$ cat src/cvfs_pkg.sv
package cvfs_pkg;

    localparam int CHANNELS_PER_CHIP = 12;
    localparam int MAX_CELLS         = 60;
    localparam int MASK_W            = 60;
    localparam int VOLT_W            = 16;
    localparam int IDX_W             = 6;
    localparam int TOTAL_W           = 22;

    localparam logic [VOLT_W-1:0] INVALID_READING = 16'hffff;

    typedef struct packed {
        logic [VOLT_W-1:0] raw_voltage;
        logic              group_pec_error;
        logic              last_reading;
    } reading_t;

    typedef struct packed {
        logic [IDX_W-1:0]   cell_index;
        logic [VOLT_W-1:0]  cell_voltage;
        logic               summary_valid;
        logic [TOTAL_W-1:0] total_voltage;
        logic [VOLT_W-1:0]  max_voltage;
        logic [IDX_W-1:0]   max_index;
        logic [VOLT_W-1:0]  min_voltage;
        logic [IDX_W-1:0]   min_index;
        logic               frame_rejected;
        logic [IDX_W-1:0]   cell_count;
    } result_t;

    typedef enum logic [1:0] {
        ST_IDLE,
        ST_WALK,
        ST_DRAIN,
        ST_SUMMARY
    } state_t;

    typedef struct packed {
        logic load;
        logic walk_clear;
        logic read_en;
        logic summary;
    } ctl_cmd_t;

endpackage

$ cat src/cell_voltage_frame_stats.sv
// Readings of a frame are taken one per cycle while busy is low, chip-major and
// channel-minor. The reading that carries last_reading closes the frame: busy then
// stays high for one walk over the frame and good-value stores through their single
// read port, then for a state that drains the read stage and one that forms the
// summary. During the walk each masked channel gives a cell result on result_valid,
// and the summary follows in the first cycle after busy falls. Results are shown
// for one cycle only and cannot be held off, so the receiver must take every strobe.
// A frame with a PEC error still reports cells and summary from the previous good
// values, flagged rejected.
module cell_voltage_frame_stats
    import cvfs_pkg::*;
#(
    parameter int MONITOR_CHIPS = 5
)
(
    input  logic              clk,
    input  logic              rst_n,
    input  logic              start,
    output logic              busy,
    input  reading_t          reading,
    input  logic              mask_we,
    input  logic [MASK_W-1:0] mask_wdata,
    output result_t           result,
    output logic              result_valid
);

    localparam int POSITIONS = MONITOR_CHIPS * CHANNELS_PER_CHIP;

    ctl_cmd_t cmd;
    logic     last_addr;

    cvfs_ctrl u_ctrl (
        .clk          (clk),
        .rst_n        (rst_n),
        .start        (start),
        .last_reading (reading.last_reading),
        .last_addr    (last_addr),
        .busy         (busy),
        .cmd          (cmd)
    );

    cvfs_datapath #(
        .POSITIONS (POSITIONS)
    ) u_datapath (
        .clk          (clk),
        .rst_n        (rst_n),
        .cmd          (cmd),
        .reading      (reading),
        .mask_we      (mask_we),
        .mask_wdata   (mask_wdata),
        .last_addr    (last_addr),
        .result       (result),
        .result_valid (result_valid)
    );

`ifndef SYNTH
    a_close_goes_busy: assert property (@(posedge clk) disable iff (!rst_n)
        start && !busy && reading.last_reading |=> busy)
        else $error("closing request did not start the walk");

    a_summary_when_idle: assert property (@(posedge clk) disable iff (!rst_n)
        result_valid && result.summary_valid |-> !busy)
        else $error("summary shown while still busy");

    a_cell_when_busy: assert property (@(posedge clk) disable iff (!rst_n)
        result_valid && !result.summary_valid |-> busy
            && (result.cell_index < IDX_W'(MAX_CELLS)))
        else $error("cell result outside a walk or beyond the last cell");

    a_one_walk: assert property (@(posedge clk) disable iff (!rst_n)
        $fell(busy) |=> !busy || $past(result_valid && result.summary_valid))
        else $error("walk finished without a summary");
`endif

endmodule

$ cat src/cvfs_ctrl.sv
module cvfs_ctrl
    import cvfs_pkg::*;
(
    input  logic     clk,
    input  logic     rst_n,
    input  logic     start,
    input  logic     last_reading,
    input  logic     last_addr,
    output logic     busy,
    output ctl_cmd_t cmd
);

    state_t state_reg;
    state_t state_next;

    always_ff @(posedge clk or negedge rst_n)
    begin
        if (!rst_n)
        begin
            state_reg <= ST_IDLE;
        end
        else
        begin
            state_reg <= state_next;
        end
    end

    always_comb
    begin
        state_next = state_reg;
        unique case (state_reg)
            ST_IDLE:
            begin
                if (start && last_reading)
                begin
                    state_next = ST_WALK;
                end
            end
            ST_WALK:
            begin
                if (last_addr)
                begin
                    state_next = ST_DRAIN;
                end
            end
            ST_DRAIN:
            begin
                state_next = ST_SUMMARY;
            end
            ST_SUMMARY:
            begin
                state_next = ST_IDLE;
            end
            default:
            begin
                state_next = ST_IDLE;
            end
        endcase
    end

    always_comb
    begin
        busy           = 1'b1;
        cmd            = '0;
        unique case (state_reg)
            ST_IDLE:
            begin
                busy           = 1'b0;
                cmd.load       = start;
                cmd.walk_clear = start && last_reading;
            end
            ST_WALK:
            begin
                cmd.read_en = 1'b1;
            end
            ST_DRAIN:
            begin
                cmd.read_en = 1'b0;
            end
            ST_SUMMARY:
            begin
                cmd.summary = 1'b1;
            end
            default:
            begin
                busy = 1'b1;
            end
        endcase
    end

endmodule

$ cat src/cvfs_datapath.sv
module cvfs_datapath
    import cvfs_pkg::*;
#(
    parameter int POSITIONS = 60
)
(
    input  logic              clk,
    input  logic              rst_n,
    input  ctl_cmd_t          cmd,
    input  reading_t          reading,
    input  logic              mask_we,
    input  logic [MASK_W-1:0] mask_wdata,
    output logic              last_addr,
    output result_t           result,
    output logic              result_valid
);

    localparam int ADDR_W = (POSITIONS > 1) ? $clog2(POSITIONS) : 1;
    localparam int POS_W  = $clog2(POSITIONS + 1);

    logic [MASK_W-1:0] mask_reg;
    logic [POS_W-1:0]  pos_reg;
    logic              frame_err_reg;

    logic [VOLT_W-1:0] frame_mem [POSITIONS];
    logic [VOLT_W-1:0] good_mem  [POSITIONS];
    logic [POSITIONS-1:0] good_vld_reg;

    logic [ADDR_W-1:0] addr_reg;
    logic [ADDR_W-1:0] paddr_reg;
    logic              rd_vld_reg;
    logic [VOLT_W-1:0] fb_rd_reg;
    logic [VOLT_W-1:0] good_rd_reg;
    logic              good_vld_rd_reg;

    logic [IDX_W-1:0]   count_reg;
    logic [TOTAL_W-1:0] total_reg;
    logic [VOLT_W-1:0]  max_reg;
    logic [IDX_W-1:0]   max_idx_reg;
    logic [VOLT_W-1:0]  min_reg;
    logic [IDX_W-1:0]   min_idx_reg;

    result_t result_reg;
    result_t result_next;
    logic    strobe_reg;
    logic    strobe_next;

    logic              take;
    logic [VOLT_W-1:0] cur_good;
    logic [VOLT_W-1:0] cur_v;
    logic              emit;

    assign last_addr = (addr_reg == ADDR_W'(POSITIONS - 1));

    always_ff @(posedge clk or negedge rst_n)
    begin
        if (!rst_n)
        begin
            mask_reg <= '1;
        end
        else if (mask_we)
        begin
            mask_reg <= mask_wdata;
        end
    end

    // Position count and PEC error flag of the frame being loaded.
    always_ff @(posedge clk or negedge rst_n)
    begin
        if (!rst_n)
        begin
            pos_reg       <= '0;
            frame_err_reg <= 1'b0;
        end
        else if (cmd.summary)
        begin
            pos_reg       <= '0;
            frame_err_reg <= 1'b0;
        end
        else if (cmd.load && (pos_reg < POS_W'(POSITIONS)))
        begin
            pos_reg <= pos_reg + 1'b1;
            if (reading.group_pec_error)
            begin
                frame_err_reg <= 1'b1;
            end
        end
    end

    always_ff @(posedge clk)
    begin
        if (cmd.load && (pos_reg < POS_W'(POSITIONS)))
        begin
            frame_mem[pos_reg[ADDR_W-1:0]] <= reading.raw_voltage;
        end
        fb_rd_reg <= frame_mem[addr_reg];
    end

    always_ff @(posedge clk)
    begin
        if (take)
        begin
            good_mem[paddr_reg] <= cur_v;
        end
        good_rd_reg <= good_mem[addr_reg];
    end

    always_ff @(posedge clk or negedge rst_n)
    begin
        if (!rst_n)
        begin
            good_vld_reg    <= '0;
            good_vld_rd_reg <= 1'b0;
        end
        else
        begin
            if (take)
            begin
                good_vld_reg[paddr_reg] <= 1'b1;
            end
            good_vld_rd_reg <= good_vld_reg[addr_reg];
        end
    end

    always_ff @(posedge clk or negedge rst_n)
    begin
        if (!rst_n)
        begin
            addr_reg   <= '0;
            paddr_reg  <= '0;
            rd_vld_reg <= 1'b0;
        end
        else
        begin
            if (cmd.walk_clear)
            begin
                addr_reg <= '0;
            end
            else if (cmd.read_en && !last_addr)
            begin
                addr_reg <= addr_reg + 1'b1;
            end
            paddr_reg  <= addr_reg;
            rd_vld_reg <= cmd.read_en;
        end
    end

    // A frame commits only where it was received, had no PEC error and the
    // reading is not the invalid code; the store is rewritten during the walk.
    always_comb
    begin
        cur_good = good_vld_rd_reg ? good_rd_reg : '0;
        take     = rd_vld_reg && !frame_err_reg
                   && (POS_W'(paddr_reg) < pos_reg)
                   && (fb_rd_reg != INVALID_READING);
        cur_v    = take ? fb_rd_reg : cur_good;
        emit     = rd_vld_reg && mask_reg[paddr_reg];
    end

    always_ff @(posedge clk or negedge rst_n)
    begin
        if (!rst_n)
        begin
            count_reg   <= '0;
            total_reg   <= '0;
            max_reg     <= '0;
            max_idx_reg <= '0;
            min_reg     <= '0;
            min_idx_reg <= '0;
        end
        else if (cmd.walk_clear)
        begin
            count_reg   <= '0;
            total_reg   <= '0;
            max_reg     <= '0;
            max_idx_reg <= '0;
            min_reg     <= '0;
            min_idx_reg <= '0;
        end
        else if (emit)
        begin
            count_reg <= count_reg + 1'b1;
            total_reg <= total_reg + TOTAL_W'(cur_v);
            if (count_reg == '0)
            begin
                max_reg <= cur_v;
                min_reg <= cur_v;
            end
            else
            begin
                if (cur_v > max_reg)
                begin
                    max_reg     <= cur_v;
                    max_idx_reg <= count_reg;
                end
                if (cur_v < min_reg)
                begin
                    min_reg     <= cur_v;
                    min_idx_reg <= count_reg;
                end
            end
        end
    end

    always_comb
    begin
        result_next = '0;
        strobe_next = 1'b0;
        priority if (cmd.summary)
        begin
            strobe_next                = 1'b1;
            result_next.summary_valid  = 1'b1;
            result_next.total_voltage  = total_reg;
            result_next.max_voltage    = max_reg;
            result_next.max_index      = max_idx_reg;
            result_next.min_voltage    = min_reg;
            result_next.min_index      = min_idx_reg;
            result_next.frame_rejected = frame_err_reg;
            result_next.cell_count     = count_reg;
        end
        else if (emit)
        begin
            strobe_next              = 1'b1;
            result_next.cell_index   = count_reg;
            result_next.cell_voltage = cur_v;
        end
        else
        begin
            strobe_next = 1'b0;
        end
    end

    always_ff @(posedge clk or negedge rst_n)
    begin
        if (!rst_n)
        begin
            strobe_reg <= 1'b0;
        end
        else
        begin
            strobe_reg <= strobe_next;
        end
    end

    always_ff @(posedge clk)
    begin
        result_reg <= result_next;
    end

    assign result       = result_reg;
    assign result_valid = strobe_reg;

endmodule

$ cat config.mk
export PLATFORM = sky130hd
export DESIGN_NAME = cell_voltage_frame_stats
export DESIGN_NICKNAME = d
export VERILOG_FILES = /design/src/cvfs_pkg.sv /design/src/cell_voltage_frame_stats.sv /design/src/cvfs_ctrl.sv /design/src/cvfs_datapath.sv
export SDC_FILE = /design/constraint.sdc
export NUM_CORES = 2
export LEC_CHECK = 0
export BUFFER_PORTS_ARGS = -buffer_cell sky130_fd_sc_hd__buf_2
export CELL_PAD_IN_SITES_DETAIL_PLACEMENT = 0
export CELL_PAD_IN_SITES_GLOBAL_PLACEMENT = 1
export CORE_ASPECT_RATIO = 1.1
export CORE_MARGIN = 2
export CORE_UTILIZATION = 32
export CTS_CLUSTER_SIZE = 8
export DETAILED_ROUTE_END_ITERATION = 10
export PLACE_DENSITY = 0.57
export SLEW_MARGIN = 20
export SYNTH_ARGS = -nofsm -noshare
export SYNTH_HDL_FRONTEND = slang
export SYNTH_SLANG_ARGS = --single-unit
export TNS_END_PERCENT = 100
$ cat constraint.sdc
create_clock -name clk -period 6.5 [get_ports clk]
set_input_delay 0.325 -clock clk [delete_from_list [all_inputs] [get_ports clk]]
set_output_delay 0.325 -clock clk [all_outputs]
set_load 0.005 [all_outputs]
==> metrics.cfg <==
[critical_path]
r2r_slack_ns = 0.56
path_buf_inv = 1
r2r_start = u_datapath.pos_reg[4]
slowest_delay_ns = 0.79
crit_required_ns = 7.26
r2r-end = u_datapath.min_reg[15]
critical_path.top_delay_family = compound AO/OA/AOI/OAI gates
r2r_cells = 15
path_cells = inv_1, ha_1, a21o_1, a2111oi_0, o21a_1, nand2_1, a21oi_4, ha_1, a21o_1, nand3_1, a21oi_1, a211o_1, o2bb2ai_1, nor3_4, mux2i_1
path_class = reg -> reg
critPathLaunchType = flop
end_kind = flop
worst_path_max_delay_cell = a21oi_4
crit_fanout = 25
crit_arrival_ns = 6.70

[place]
gp_congestion = 0.814
dpl_cell_area_um2 = 94500
numPortBuffers = 179
hpwl_um = 138000

[logic_synthesis]
netlist_area_um2 = 87900
seq_area_frac_synth = 0.747
syn-instance-count = 4257
ys_types = 71
ys.flop_type = edfxtp_1
ys_async_sr_fraction = 0.0954
synth.avg_cell_area_um2 = 20.6
synth_edf_count = 1920
syn_nets = 4400
yosysWarningCount = 0
ys_ff_latch = 2264

[finish]
multi_input_area_um2 = 21500
final_common_cell = edfxtp_1
final_cell_mix = 1,920 x edfxtp_1, 606 x mux4_2, 333 x clkbuf_16
design_area_um2 = 104000
nets = 4934
syn_to_final_growth_pct = 18.6
drive_above_1_share = 0.329
n_fill_cell = 24613
regArea_um2 = 65700

[timing]
finalSetupViolations = 0
clock.fmax_mhz = 168
whs_ns = -0.0449
fin_crit_ns = 5.94
max_slew_margin = 0.185
worst_pin_slew_ns = 1.21
finClkSkew_ns = 0.0498
fin_crit_sh = 0.914
finalMaxSlewViolations = 0
hold_violations = 5
rsz0062_at_grt = no

[global_routing]
antenna_found_initial = 22
grt_use_total = 0.169
grt_max_degree = 115
grt_pass1_wl_um = 339000
overflow = 0
grt_pass1_vias = 45996

[hold_path]
min_path_cells = 4
worstHoldPathType = in -> reg
min_to = u_datapath.addr_reg[3]
hold_start = reading[0]

[flow_run]
maxCapViolCount = 0

[floorplan]
die_w_um = 504
start_util = 0.322
die_h_um = 554
rows = 201
io_pins = 180
core_um2 = 273000
dieArea_um2 = 279000

[routing]
avgRoutedWirePerCell_um = 27.8
detail-route-antenna-nets = 0
vias_per_cell = 5.09
first_pass_iters = 7
drt_iter0_markers = 3883
vias = 43653
wl_um = 238000
drc = 0

[clock_tree]
clkLatencyLatePin_ns = 0.87
clk_path_buf_depth = 4
path_clk_slew_ns = 0.06
cts-htree-levels = 5
cts_root_buffer = clkbuf_16
cts_setup_buffers = 0
tritoncts = built
cts-buffers-inserted = 326
hold_buffers = 62
cts.sinks = 2264
cts_resized = 0

[pwr]
total_power_mw = 45.4
vdd.ir_drop.worst_mv = 0.371
power.density_nw_per_um2 = 436
leakage_nw = 34.6

[status]
violations = negative hold slack
outcome = complete, but fails checks

==> cells by family (layout without fill, tap and decap cells) <==
logic type      Yosys count  count (layout)  synth area share
other cells               0              19                 0
buf+inv                 300             938            0.0139
simple gates            552             552            0.0301
xor+xnor                 22              22           0.00219
flops                  2264            2264             0.747
compound gates          263             263            0.0196
fa+ha+maj                61              61           0.00877
mux                     795             795             0.178
==> Yosys cell counts (7+ instances only) <==
cell type  count  area (um^2)
inv_1         76          285
and2_1        93          582
nor2b_1        8         50.1
buf_1         50          188
o21ai_0       65          325
nand4_1       14         87.6
dfxtp_1      128         2560
mux2i_1      121         1210
or4_1          7         52.6
dfstp_2       60         1580
nor3_1         8         40.0
mux2_2        67          754
mux4_2       606        13600
edfxtp_1    1920        57700
a21oi_1       34          170
nand2_1      145          544
o21bai_1      35          263
nor2_1       172          646
a21o_1        13         97.6
buf_2         35          175
nand2b_1       8         50.1
clkbuf_1     132          495
o22ai_1       23          144
nand3_1       43          215
a31oi_1       28          175
o31ai_1        9         67.6
xnor2_1       19          166
or2_2         29          181
dfrtp_1      156         3900
ha_1          60          751
==> stage by stage <==
step / instances / util / hold slack, ns / TNS, ns / worst slack (ns)
after floorplan: 4257 / - / 0.0294 / -0.00748 / -0.00150
after global placement: 8051 / 0.346 / 0.446 / 0 / 0.718
after detailed placement: 8052 / 0.346 / 0.448 / 0 / 0.668
after CTS: 8546 / 0.381 / 0.000677 / 0 / 0.623
after global routing: 8564 / 0.382 / -0.0114 / 0 / 0.206
final: 8568 / 0.382 / -0.0449 / 0 / 0.559
==> power by group <==
group / internal (mW) / total, mW / switching, mW
clock network: 9.25 / 15.1 / 5.89
registers: 17.5 / 18.1 / 0.541
logic: 4.90 / 12.2 / 7.27
==> per-layer routing <==
| metal | wire length (um) | up-vias | global-route usage |
|---|---|---|---|
| met2 | 116000 | 1287 | 0.273 |
| met3 | 14000 | 326 | 0.0288 |
| met5 | 37 | - | 0 |
| li1 | - | 18341 | - |
| met4 | 6560 | 6 | 0.0510 |
| met1 | 102000 | 23693 | 0.232 |
==> final cells by class <==
type                            count  share of cell area
Antenna cell                       19            0.000456
Inverter                           77             0.00278
Clock inverter                     16             0.00246
Multi-Input combinational cell   1693               0.206
Tap cell                         3654              0.0439
Timing Repair Buffer              429              0.0308
Clock buffer                      416              0.0830
Sequential cell                  2264               0.630
==> worst max path at each step <==
stage | startpoint | endpoint | slack (ns) | depth (start not counted)
after global placement | u_datapath.pos_reg[4] | u_datapath.min_reg[10] | 0.72 | 15
after global routing | u_datapath.pos_reg[4] | u_datapath.min_reg[10] | 0.21 | 15
after detailed placement | u_datapath.pos_reg[4] | u_datapath.min_reg[9] | 0.67 | 15
after CTS | u_datapath.pos_reg[4] | u_datapath.min_reg[15] | 0.62 | 15
after floorplan | u_datapath.pos_reg[3] | u_datapath.min_idx_reg[0] | -0.001 | 16
final | u_datapath.pos_reg[4] | u_datapath.min_reg[15] | 0.56 | 15
==> tightest hold or removal path: cells and delay by family <==
family | cells | cell delay [ns]
buffers and inverters | 1 | 0.11
and+or+nand+nor | 3 | 0.34
No activity file was read; power rests on OpenSTA's default activity.
